### config.mk
export PLATFORM = sky130hd
export DESIGN_NAME = cpu_load_average_tracker
export DESIGN_NICKNAME = d
export VERILOG_FILES = /design/src/rtl/clat_pkg.sv /design/src/rtl/clat_div.sv /design/src/rtl/cpu_load_average_tracker.sv
export SDC_FILE = /design/constraint.sdc
export NUM_CORES = 2
export LEC_CHECK = 0
export BUFFER_PORTS_ARGS = -buffer_cell sky130_fd_sc_hd__clkbuf_2
export CAP_MARGIN = 20
export CORE_MARGIN = 2
export CORE_UTILIZATION = 40
export DETAILED_ROUTE_END_ITERATION = 6
export GPL_TIMING_DRIVEN = 0
export MAX_ROUTING_LAYER = met4
export PLACE_DENSITY = 0.55
export SKIP_LAST_GASP = 1
export SLEW_MARGIN = 20
export SYNTH_ARGS = -nofsm -noshare
export SYNTH_HDL_FRONTEND = slang
export SYNTH_SLANG_ARGS = --single-unit
### constraint.sdc
create_clock -name clk_i -period 11.1 [get_ports clk_i]
set_input_delay 2.22 -clock clk_i [delete_from_list [all_inputs] [get_ports clk_i]]
set_output_delay 2.22 -clock clk_i [all_outputs]
set_load 0.01 [all_outputs]
### src/rtl/clat_pkg.sv
// clat_pkg: shared types, widths and constants of the cpu load average tracker
// used by clat_div and cpu_load_average_tracker; no dependencies
package clat_pkg;

  // fixed scaling and limits
  localparam int NUM_SETS_DEF = 8;
  localparam int SCALE        = 1000;
  localparam int SCHED_BITS   = 8;
  localparam int MAX_CPUS     = 64;
  localparam int MAX_WAITING  = 4095;
  localparam int OLD_PARTS    = 4;
  localparam int ALL_PARTS    = 5;
  localparam int NUM_SYS      = 3;

  // field widths
  localparam int SET_W   = 3;
  localparam int CPU_W   = 7;
  localparam int WAIT_W  = 12;
  localparam int NTHR_W  = 13;
  localparam int FAC_W   = 17;
  localparam int LOAD_W  = 23;
  localparam int AVG_W   = 22;
  localparam int SCHED_W = 21;
  localparam int SCALE_W = 10;
  localparam int CFG_DW  = 10;
  localparam int CFG_AW  = 2;
  localparam int SYS_W   = 2;

  // shared divider and multiplier
  localparam int DIV_DW    = 33;
  localparam int DIV_SW    = 13;
  localparam int DIV_CNT_W = 6;
  localparam int MUL_AW    = 23;
  localparam int MUL_PW    = MUL_AW + SCALE_W;

  // quotient bits per division
  localparam int N_FAC   = 17;
  localparam int N_SCHED = 21;
  localparam int N_AVG   = 22;
  localparam int N_SF    = 20;
  localparam int N_SL    = 26;
  localparam int N_SYSF  = 27;
  localparam int N_SYSL  = 33;

  typedef enum logic [CFG_AW-1:0] {
    CFG_DEFAULT_SET = 2'd0,
    CFG_DECAY_SHORT = 2'd1,
    CFG_DECAY_MID   = 2'd2,
    CFG_DECAY_LONG  = 2'd3
  } clat_cfg_e;

  typedef enum logic [4:0] {
    ST_IDLE,
    ST_LOAD,
    ST_FAC_MUL,
    ST_FAC_DIV,
    ST_SCHED_DIV,
    ST_AVG_DIV,
    ST_SF_DIV,
    ST_SL_DIV,
    ST_SYS_FA,
    ST_SYS_FB,
    ST_SYS_FD,
    ST_SYS_FW,
    ST_SYS_LB,
    ST_SYS_LD,
    ST_SYS_LW,
    ST_WB,
    ST_OUT
  } clat_state_e;

  typedef struct packed {
    logic [SET_W-1:0]  set_index;
    logic [CPU_W-1:0]  cpu_count;
    logic [WAIT_W-1:0] waiting_threads;
    logic [CPU_W-1:0]  idle_cpus;
  } in_t;

  typedef struct packed {
    logic                skipped;
    logic [15:0]         set_factor_avg;
    logic [21:0]         set_load_avg;
    logic [SCHED_W-1:0]  set_sched_load;
    logic [15:0]         sys_factor_short;
    logic [15:0]         sys_factor_mid;
    logic [15:0]         sys_factor_long;
    logic [21:0]         sys_load_short;
    logic [21:0]         sys_load_mid;
    logic [21:0]         sys_load_long;
  } out_t;

  typedef struct packed {
    logic [FAC_W-1:0]   fac;
    logic [LOAD_W-1:0]  load;
    logic [SCHED_W-1:0] sched;
  } row_t;

  typedef struct packed {
    logic                 start;
    logic [DIV_CNT_W-1:0] count;
    logic [DIV_DW-1:0]    dividend;
    logic [DIV_SW-1:0]    divisor;
  } div_req_t;

  typedef struct packed {
    logic              done;
    logic [DIV_DW-1:0] quotient;
  } div_rsp_t;

endpackage

### src/rtl/clat_div.sv
// clat_div: shared restoring divider, one quotient bit per cycle
// depends on clat_pkg for the request and response structs
module clat_div (
  input  logic               clk_i,
  input  logic               rst_ni,
  input  clat_pkg::div_req_t req_i,
  output clat_pkg::div_rsp_t rsp_o
);
  import clat_pkg::*;

  logic                 busy_q;
  logic                 done_q;
  logic [DIV_CNT_W-1:0] cnt_q;
  logic [DIV_DW-1:0]    quo_q;
  logic [DIV_SW-1:0]    rem_q;
  logic [DIV_SW-1:0]    dsr_q;
  logic [DIV_SW:0]      trial;
  logic [DIV_SW:0]      diff;
  logic                 fits;

  assign trial = {rem_q, quo_q[DIV_DW-1]};
  assign diff  = trial - {1'b0, dsr_q};
  assign fits  = trial >= {1'b0, dsr_q};

  always_ff @(posedge clk_i or negedge rst_ni) begin
    if (!rst_ni) begin
      busy_q <= 1'b0;
      done_q <= 1'b0;
      cnt_q  <= '0;
    end else begin
      done_q <= 1'b0;
      if (req_i.start) begin
        busy_q <= 1'b1;
        cnt_q  <= req_i.count;
      end else if (busy_q) begin
        cnt_q <= cnt_q - DIV_CNT_W'(1);
        if (cnt_q == DIV_CNT_W'(1)) begin
          busy_q <= 1'b0;
          done_q <= 1'b1;
        end
      end
    end
  end

  // left-align the dividend so that count steps consume it
  always_ff @(posedge clk_i) begin
    if (req_i.start) begin
      quo_q <= req_i.dividend << (DIV_CNT_W'(DIV_DW) - req_i.count);
      rem_q <= '0;
      dsr_q <= req_i.divisor;
    end else if (busy_q) begin
      quo_q <= {quo_q[DIV_DW-2:0], fits};
      rem_q <= fits ? diff[DIV_SW-1:0] : trial[DIV_SW-1:0];
    end
  end

  assign rsp_o.done     = done_q;
  assign rsp_o.quotient = quo_q;

endmodule

### src/rtl/cpu_load_average_tracker.sv
// cpu_load_average_tracker: per-set and system load averages, one sampling tick per request
// depends on clat_pkg and clat_div
//
// usage:
//   input channel in_valid_i / in_stall_o / in_data_i carries one tick for one set;
//   output channel out_valid_o / out_stall_i / out_data_o returns one result per tick.
//   configuration is a plain write port (cfg_we_i, cfg_idx_i, cfg_data_i), written idle.
// sequence:
//   one request at a time; the shared bit-serial divider sets the pace.
//   a skipped tick goes from accept straight to the result, with no division.
//   a normal tick runs five divisions of 17, 21, 22, 20 and
//   26 quotient bits, each started as the previous one finishes.
//   a tick of the default set adds three rounds for the system averages
//   (each with four multiplies and divisions of 27 and 33 quotient bits).
// reset:
//   all averages read as zero, registers take their reset weights, no result pending.
// stall:
//   a finished result waits in the output register; the next request is accepted
//   meanwhile and holds in its last step until the output register frees up.
module cpu_load_average_tracker #(
  parameter int NUM_SETS = clat_pkg::NUM_SETS_DEF
) (
  input  logic                        clk_i,
  input  logic                        rst_ni,
  input  logic                        in_valid_i,
  output logic                        in_stall_o,
  input  clat_pkg::in_t               in_data_i,
  output logic                        out_valid_o,
  input  logic                        out_stall_i,
  output clat_pkg::out_t              out_data_o,
  input  logic                        cfg_we_i,
  input  logic [clat_pkg::CFG_AW-1:0] cfg_idx_i,
  input  logic [clat_pkg::CFG_DW-1:0] cfg_data_i
);
  import clat_pkg::*;

  localparam int IDX_W = (NUM_SETS > 1) ? $clog2(NUM_SETS) : 1;

  clat_state_e state_q, state_d;

  // configuration
  logic [SET_W-1:0]   default_set_q;
  logic [SCALE_W-1:0] decay_q [NUM_SYS];

  // request context
  logic [SET_W-1:0]  idx_q;
  logic [CPU_W-1:0]  ncpus_q;
  logic [NTHR_W-1:0] nthr_q;
  logic              is_def_q;
  logic              skip_q;
  row_t              rd_row_q;
  logic              rd_vld_q;

  // intermediate values
  logic [FAC_W-1:0]   fac_q;
  logic [AVG_W-1:0]   avg_q;
  logic [FAC_W-1:0]   new_fac_q;
  logic [LOAD_W-1:0]  new_load_q;
  logic [SCHED_W-1:0] new_sched_q;
  logic [MUL_PW-1:0]  prod_q;
  logic [MUL_PW-1:0]  acc_q;
  logic [SYS_W-1:0]   j_q;

  // stores
  row_t               mem_q [NUM_SETS];
  logic [NUM_SETS-1:0] vld_q;
  logic [FAC_W-1:0]   sys_fac_q  [NUM_SYS];
  logic [LOAD_W-1:0]  sys_load_q [NUM_SYS];

  // output register
  logic out_valid_q;
  out_t out_data_q;

  // accept-time values
  logic [CPU_W-1:0]  ncpus_c;
  logic [WAIT_W-1:0] wait_c;
  logic [CPU_W-1:0]  idle_c;
  logic [NTHR_W-1:0] nthr_raw;
  logic              is_def_c;
  logic [IDX_W-1:0]  in_addr;
  logic [IDX_W-1:0]  addr;

  logic               accept;
  logic               out_free;
  logic               idx_ok;
  logic               skip;
  logic               ge;
  row_t               old_row;
  logic [SCALE_W-1:0] w;
  logic [SCALE_W-1:0] wc;
  logic [MUL_AW-1:0]  mul_a;
  logic [SCALE_W-1:0] mul_b;
  logic [AVG_W-1:0]   sched_sum;
  div_req_t           div_req;
  div_rsp_t           div_rsp;
  out_t               result;

  clat_div u_div (
    .clk_i  (clk_i),
    .rst_ni (rst_ni),
    .req_i  (div_req),
    .rsp_o  (div_rsp)
  );

  assign accept   = (state_q == ST_IDLE) && in_valid_i;
  assign out_free = !out_valid_q || !out_stall_i;

  assign ncpus_c  = (in_data_i.cpu_count > CPU_W'(MAX_CPUS)) ? CPU_W'(MAX_CPUS)
                                                              : in_data_i.cpu_count;
  assign wait_c   = (in_data_i.waiting_threads > WAIT_W'(MAX_WAITING)) ? WAIT_W'(MAX_WAITING)
                                                                        : in_data_i.waiting_threads;
  assign idle_c   = (in_data_i.idle_cpus > ncpus_c) ? ncpus_c : in_data_i.idle_cpus;
  assign nthr_raw = NTHR_W'(wait_c) + NTHR_W'(ncpus_c - idle_c);
  assign is_def_c = (in_data_i.set_index == default_set_q);
  assign in_addr  = IDX_W'(in_data_i.set_index);
  assign addr     = IDX_W'(idx_q);

  assign idx_ok  = (32'(idx_q) < 32'(NUM_SETS));
  assign skip    = !idx_ok || (ncpus_q == '0);
  assign ge      = (nthr_q >= NTHR_W'(ncpus_q));
  assign old_row = rd_vld_q ? rd_row_q : '0;
  assign w       = (decay_q[j_q] > SCALE_W'(SCALE)) ? SCALE_W'(SCALE) : decay_q[j_q];
  assign wc      = SCALE_W'(SCALE) - w;
  assign sched_sum = AVG_W'(old_row.sched) + AVG_W'(div_rsp.quotient[SCHED_W-1:0]);

  // next state and unit controls
  always_comb begin
    state_d = state_q;
    mul_a   = '0;
    mul_b   = '0;
    div_req = '0;
    unique case (state_q)
      ST_IDLE: begin
        if (in_valid_i) begin
          state_d = ST_LOAD;
        end
      end
      ST_LOAD: begin
        if (skip) begin
          state_d = ST_OUT;
        end else begin
          mul_a   = ge ? MUL_AW'(ncpus_q) : MUL_AW'(ncpus_q - nthr_q[CPU_W-1:0]);
          mul_b   = SCALE_W'(SCALE);
          state_d = ST_FAC_MUL;
        end
      end
      ST_FAC_MUL: begin
        div_req.start    = 1'b1;
        div_req.count    = DIV_CNT_W'(N_FAC);
        div_req.dividend = DIV_DW'(prod_q);
        div_req.divisor  = ge ? (nthr_q + DIV_SW'(1)) : DIV_SW'(1);
        state_d          = ST_FAC_DIV;
      end
      ST_FAC_DIV: begin
        mul_a = MUL_AW'(nthr_q);
        mul_b = SCALE_W'(SCALE);
        if (div_rsp.done) begin
          div_req.start    = 1'b1;
          div_req.count    = DIV_CNT_W'(N_SCHED);
          div_req.dividend = ge ? (DIV_DW'(nthr_q) << SCHED_BITS)
                                : (DIV_DW'(ncpus_q) << SCHED_BITS);
          div_req.divisor  = DIV_SW'(ncpus_q);
          state_d          = ST_SCHED_DIV;
        end
      end
      ST_SCHED_DIV: begin
        mul_a = MUL_AW'(nthr_q);
        mul_b = SCALE_W'(SCALE);
        if (div_rsp.done) begin
          div_req.start    = 1'b1;
          div_req.count    = DIV_CNT_W'(N_AVG);
          div_req.dividend = DIV_DW'(prod_q);
          div_req.divisor  = DIV_SW'(ncpus_q);
          state_d          = ST_AVG_DIV;
        end
      end
      ST_AVG_DIV: begin
        if (div_rsp.done) begin
          div_req.start    = 1'b1;
          div_req.count    = DIV_CNT_W'(N_SF);
          div_req.dividend = DIV_DW'(old_row.fac) * DIV_DW'(OLD_PARTS) + DIV_DW'(fac_q);
          div_req.divisor  = DIV_SW'(ALL_PARTS);
          state_d          = ST_SF_DIV;
        end
      end
      ST_SF_DIV: begin
        if (div_rsp.done) begin
          div_req.start    = 1'b1;
          div_req.count    = DIV_CNT_W'(N_SL);
          div_req.dividend = DIV_DW'(old_row.load) * DIV_DW'(OLD_PARTS) + DIV_DW'(avg_q);
          div_req.divisor  = DIV_SW'(ALL_PARTS);
          state_d          = ST_SL_DIV;
        end
      end
      ST_SL_DIV: begin
        if (div_rsp.done) begin
          state_d = is_def_q ? ST_SYS_FA : ST_WB;
        end
      end
      ST_SYS_FA: begin
        mul_a   = MUL_AW'(sys_fac_q[j_q]);
        mul_b   = w;
        state_d = ST_SYS_FB;
      end
      ST_SYS_FB: begin
        mul_a   = MUL_AW'(fac_q);
        mul_b   = wc;
        state_d = ST_SYS_FD;
      end
      ST_SYS_FD: begin
        div_req.start    = 1'b1;
        div_req.count    = DIV_CNT_W'(N_SYSF);
        div_req.dividend = DIV_DW'(acc_q + prod_q);
        div_req.divisor  = DIV_SW'(SCALE);
        state_d          = ST_SYS_FW;
      end
      ST_SYS_FW: begin
        mul_a = sys_load_q[j_q];
        mul_b = w;
        if (div_rsp.done) begin
          state_d = ST_SYS_LB;
        end
      end
      ST_SYS_LB: begin
        mul_a   = MUL_AW'(avg_q);
        mul_b   = wc;
        state_d = ST_SYS_LD;
      end
      ST_SYS_LD: begin
        div_req.start    = 1'b1;
        div_req.count    = DIV_CNT_W'(N_SYSL);
        div_req.dividend = DIV_DW'(acc_q + prod_q);
        div_req.divisor  = DIV_SW'(SCALE);
        state_d          = ST_SYS_LW;
      end
      ST_SYS_LW: begin
        if (div_rsp.done) begin
          state_d = (j_q == SYS_W'(NUM_SYS - 1)) ? ST_WB : ST_SYS_FA;
        end
      end
      ST_WB: begin
        state_d = ST_OUT;
      end
      ST_OUT: begin
        if (out_free) begin
          state_d = ST_IDLE;
        end
      end
      default: begin
        state_d = ST_IDLE;
      end
    endcase
  end

  always_ff @(posedge clk_i or negedge rst_ni) begin
    if (!rst_ni) begin
      state_q <= ST_IDLE;
    end else begin
      state_q <= state_d;
    end
  end

  always_ff @(posedge clk_i or negedge rst_ni) begin
    if (!rst_ni) begin
      default_set_q <= '0;
      decay_q[0]    <= SCALE_W'(800);
      decay_q[1]    <= SCALE_W'(966);
      decay_q[2]    <= SCALE_W'(983);
    end else if (cfg_we_i) begin
      unique case (clat_cfg_e'(cfg_idx_i))
        CFG_DEFAULT_SET: default_set_q <= cfg_data_i[SET_W-1:0];
        CFG_DECAY_SHORT: decay_q[0]    <= cfg_data_i;
        CFG_DECAY_MID:   decay_q[1]    <= cfg_data_i;
        CFG_DECAY_LONG:  decay_q[2]    <= cfg_data_i;
        default:         default_set_q <= default_set_q;
      endcase
    end
  end

  // datapath
  always_ff @(posedge clk_i) begin
    prod_q <= mul_a * mul_b;
    if (accept) begin
      idx_q    <= in_data_i.set_index;
      ncpus_q  <= ncpus_c;
      nthr_q   <= (is_def_c && (nthr_raw != '0)) ? (nthr_raw - NTHR_W'(1)) : nthr_raw;
      is_def_q <= is_def_c;
    end
    if (state_q == ST_LOAD) begin
      skip_q <= skip;
      if (skip) begin
        new_fac_q   <= idx_ok ? old_row.fac   : '0;
        new_load_q  <= idx_ok ? old_row.load  : '0;
        new_sched_q <= idx_ok ? old_row.sched : '0;
      end
    end
    if (div_rsp.done) begin
      unique case (state_q)
        ST_FAC_DIV:   fac_q       <= div_rsp.quotient[FAC_W-1:0];
        ST_SCHED_DIV: new_sched_q <= sched_sum[AVG_W-1:1];
        ST_AVG_DIV:   avg_q       <= div_rsp.quotient[AVG_W-1:0];
        ST_SF_DIV:    new_fac_q   <= div_rsp.quotient[FAC_W-1:0];
        ST_SL_DIV: begin
          new_load_q <= div_rsp.quotient[LOAD_W-1:0];
          j_q        <= '0;
        end
        ST_SYS_LW:    j_q         <= j_q + SYS_W'(1);
        default:      acc_q       <= acc_q;
      endcase
    end
    if ((state_q == ST_SYS_FB) || (state_q == ST_SYS_LB)) begin
      acc_q <= prod_q;
    end
  end

  // per-set store, registered read at accept
  always_ff @(posedge clk_i) begin
    if (accept) begin
      rd_row_q <= mem_q[in_addr];
      rd_vld_q <= vld_q[in_addr];
    end
    if (state_q == ST_WB) begin
      mem_q[addr] <= '{fac: new_fac_q, load: new_load_q, sched: new_sched_q};
    end
  end

  always_ff @(posedge clk_i or negedge rst_ni) begin
    if (!rst_ni) begin
      vld_q <= '0;
    end else if (state_q == ST_WB) begin
      vld_q[addr] <= 1'b1;
    end
  end

  always_ff @(posedge clk_i or negedge rst_ni) begin
    if (!rst_ni) begin
      for (int i = 0; i < NUM_SYS; i++) begin
        sys_fac_q[i]  <= '0;
        sys_load_q[i] <= '0;
      end
    end else if (div_rsp.done) begin
      if (state_q == ST_SYS_FW) begin
        sys_fac_q[j_q] <= div_rsp.quotient[FAC_W-1:0];
      end
      if (state_q == ST_SYS_LW) begin
        sys_load_q[j_q] <= div_rsp.quotient[LOAD_W-1:0];
      end
    end
  end

  // result
  always_comb begin
    result.skipped          = skip_q;
    result.set_factor_avg   = new_fac_q[15:0];
    result.set_load_avg     = new_load_q[21:0];
    result.set_sched_load   = new_sched_q;
    result.sys_factor_short = sys_fac_q[0][15:0];
    result.sys_factor_mid   = sys_fac_q[1][15:0];
    result.sys_factor_long  = sys_fac_q[2][15:0];
    result.sys_load_short   = sys_load_q[0][21:0];
    result.sys_load_mid     = sys_load_q[1][21:0];
    result.sys_load_long    = sys_load_q[2][21:0];
  end

  always_ff @(posedge clk_i or negedge rst_ni) begin
    if (!rst_ni) begin
      out_valid_q <= 1'b0;
    end else if ((state_q == ST_OUT) && out_free) begin
      out_valid_q <= 1'b1;
    end else if (!out_stall_i) begin
      out_valid_q <= 1'b0;
    end
  end

  always_ff @(posedge clk_i) begin
    if ((state_q == ST_OUT) && out_free) begin
      out_data_q <= result;
    end
  end

  assign in_stall_o  = (state_q != ST_IDLE);
  assign out_valid_o = out_valid_q;
  assign out_data_o  = out_data_q;

endmodule
==> flow_summary_export.csv <==
group,metric,value,unit
synthesis,synthesis.area_per_instance,12.9,um2
finish,drive_gt1_share,18.3,%
critical_path,cp_max_fo,10,
pwr,ir_worst_vdd,0.183,mV
place,post-place-ws,678,ps
clock_network,clock_latency,790,ps
critical_path,startpoint_type,"register",
clock_network,clock_sinks,1151,
drt,ant_nets,0,
floorplanning,die_h,390,um
pwr,leakagePower,0.0273,uW
pwr,p_seq_share,41.2,%
finish,final_cell_count_no_fill,7074,
floorplanning,die_area,152000,um2
synthesis,synth_top_cell_by_area,"edfxtp_1",
synthesis,synth_area,59600,um2
grt,grt-ovfl-total,0,
synthesis,async_flop_share,15.2,%
critical_path,worstSetupPathType,"register to register",
drt,wirelength,190,mm
clock_network,h-tree-depth,3,
drt,drt_iter0_drc,3981,
synthesis,synth_flop_cell,"edfxtp_1",
timing,tightest_slew,1250,ps
drt,vias,40265,
floorplanning,die_w,390,um
clock_network,clk_pin_slew,60,ps
place,dp_hpwl,143,mm
synthesis,synth_edf_count,869,
pwr,clkPwrFrac,27.8,%
grt,grt_pass1_vias,39381,
critical_path,crit_slowest_cell,"a221oi_1",
grt,grt_max_degree,87,
timing,slew_viol_final,0,
pwr,p_sw,5490,uW
critical_path,cp_slowest_stage_delay,980,ps
timing,slew_headroom,15.9,%
finish,nNetsFinal,5467,
timing,finalClockSkew,76.3,ps
clock_network,cts_inserted_buffers,120,
synthesis,yosys-top-cells-count,"869 x edfxtp_1, 367 x nand2_1, 315 x nor2_1",
synthesis,synth.distinct_cells,94,
drt,drc_errors,6,
place,postPlaceCellArea,64400,um2
finish,final_core_util,46.3,%
drt,vias_per_cell,5.69,
critical_path,cpMostUsedCell,"fa_1",
timing,min_period,10660,ps
critical_path,cp.arrival,11260,ps
pwr,cellPowerDensity,216,nW/um2
floorplanning,start_util,40.3,%
run_status,status,"complete, but fails checks",
run_status,violations,"DRC",
clock_network,cts_resized,0,
synthesis,ys_seq_area_share,54.7,%
floorplanning,placementRows,141,
clock_network,cts_tree,"done",
clock_network,post_cts.repair.setup_buffers,0,
floorplanning,ios,222,
synthesis,yosysWarnings,0,
timing,worst_slack,435,ps
synthesis,synth_area_leaders,"edfxtp_1 44%, dfrtp_1 6.6%, fa_1 5.8%",
grt,grt_pass1_wl,276,mm
timing,rsz0062_at_grt,"no",
timing,max_freq,93.8,MHz
critical_path,cp-end-kind,"register",
clock_network,root_buffer,"clkbuf_16",
synthesis,netlist.area_leader.share,43.8,%
finish,area_growth,14.8,%
min_path,hp-class,"register to register",
timing,setup_violations,0,
synthesis,syn-num-nets,5065,
synthesis,post-synth-top-count-cell,"edfxtp_1",
finish,final_area,68500,um2
grt,grt_antenna_before_repair,10,
clock_network,hold_buffers,0,
floorplanning,core_area,148000,um2
timing,fin_tns_setup,0,ps
timing,hold_viol_final,0,
synthesis,ys_ff_latch,1151,
drt,drt_first_pass_iters,7,
pwr,internal_power,9280,uW
place,io_buffers,209,
clock_network,clockBufferDepth,3,
timing,min_period_over_period,96.1,%
pwr,combPwrFrac,31.0,%
grt,grt_use_total,25.5,%
drt,drt-wirelength-per-cell,26.8,um
synthesis,syn-instance-count,4628,
critical_path,required,11700,ps
place,gp_congestion,1.01,
run,drv_cap,0,
pwr,sw_frac_of_total,37.2,%
place,dp_cells,6836,
[final timing paths]
| kind | cells past startpoint | end | from | slack, ps |
|---|---|---|---|---|
| min in group asynchronous | 1 | decay_q[10] | rst_ni | 1320 |
| max in group asynchronous | 2 | result[61] | rst_ni | 9090 |
| min | 1 | vld_q[5] | vld_q[5] | 460 |
| max | 32 | prod_q[31] | j_q[0] | 440 |
| min reg2reg | 1 | vld_q[5] | vld_q[5] | 460 |
| max reg2reg | 32 | prod_q[31] | j_q[0] | 440 |
[cell usage in the layout (no fill, tap or decap), drive strengths merged, types with 27 or more instances in the layout]
cell / count
a21oi: 216
o22ai: 36
fa: 174
dfrtp: 158
nor3: 54
nand3: 56
nor2: 315
a211oi: 48
and3: 32
inv: 281
a21o: 69
xnor2: 97
buf: 107
ha: 217
nand2: 367
mux2: 226
clkinv: 61
and2: 66
mux4: 128
mux2i: 150
o21ai: 214
dfxtp: 107
edfxtp: 869
nor2b: 29
clkbuf: 530
xor2: 41
nand2b: 43
or2: 27
[worst max-delay path, delay by kind of cell, from the launching register on]
kind,cells,cell delay [ps]
XOR/XNOR,2,520
AO/OA/AOI/OAI,11,3970
buffers and inverters,5,1300
multiplexers,1,120
AND/OR/NAND/NOR,6,1150
flip-flops,1,380
adder cells (fa/ha/maj),7,3060
[state kept, by name (all words and copies together), names as in the netlist, 3 cells and up]
signal,count
rd_row_q,61
result,114
acc_q,33
new_fac_q,17
ncpus_q,7
u_div.rem_q,13
addr,3
out_data_o,174
mem_q,488
u_div.cnt_q,6
nthr_q,13
default_set_q,3
u_div.quo_q,33
vld_q,8
u_div.dsr_q,13
prod_q,33
sys_load_q,3
fac_q,17
avg_q,22
sys_fac_q,3
state_q,5
new_load_q,23
decay_q,30
new_sched_q,21
[cells by family after synthesis]
logic type | after synthesis | synth area share (%)
compound gates | 874 | 9.71
simple gates | 1076 | 8.37
fa+ha+maj | 391 | 10.4
flops | 1151 | 54.7
buf+inv | 494 | 3.13
mux | 504 | 11.6
xor+xnor | 138 | 2.03
[power by group through the flow]
stage	Clock [uW]	Sequential [uW]	Combinational [uW]
2_1_floorplan	0	5680	3140
3_3_place_gp	0	6170	4440
5_1_grt	4350	6130	5070
6_report	4100	6090	4580
4_1_cts	4190	6080	4570
3_5_place_dp	0	6170	4540
[layer usage]
layer / vias up / GRT usage [%] / wire (um)
met5: - / - / 0
met4: 0 / 7.64 / 5590
met3: 255 / 3.34 / 11600
li1: 17950 / - / -
met2: 1394 / 37.6 / 84800
met1: 20666 / 36.7 / 87600
[area by class of cell]
cell class	count	area, um2
fillers	13451	79400
flip-flops and latches	1151	32600
well taps	1930	2410
inverters	276	1040
multi-input cells	2983	25300
plain buffers	218	847
repair buffers	280	2170
clock buffers	140	3130
clock inverters	90	915
diodes	6	15.0
[per-stage QoR]
| step | hold WS, ps | total power [uW] |
|---|---|---|
| 2_1_floorplan | 400 | 8820 |
| 4_1_cts | 465 | 14800 |
| 3_5_place_dp | 449 | 10700 |
| 6_report | 463 | 14800 |
| 5_1_grt | 476 | 15500 |
| 3_3_place_gp | 447 | 10600 |
Power figures use the tool's default switching activity.
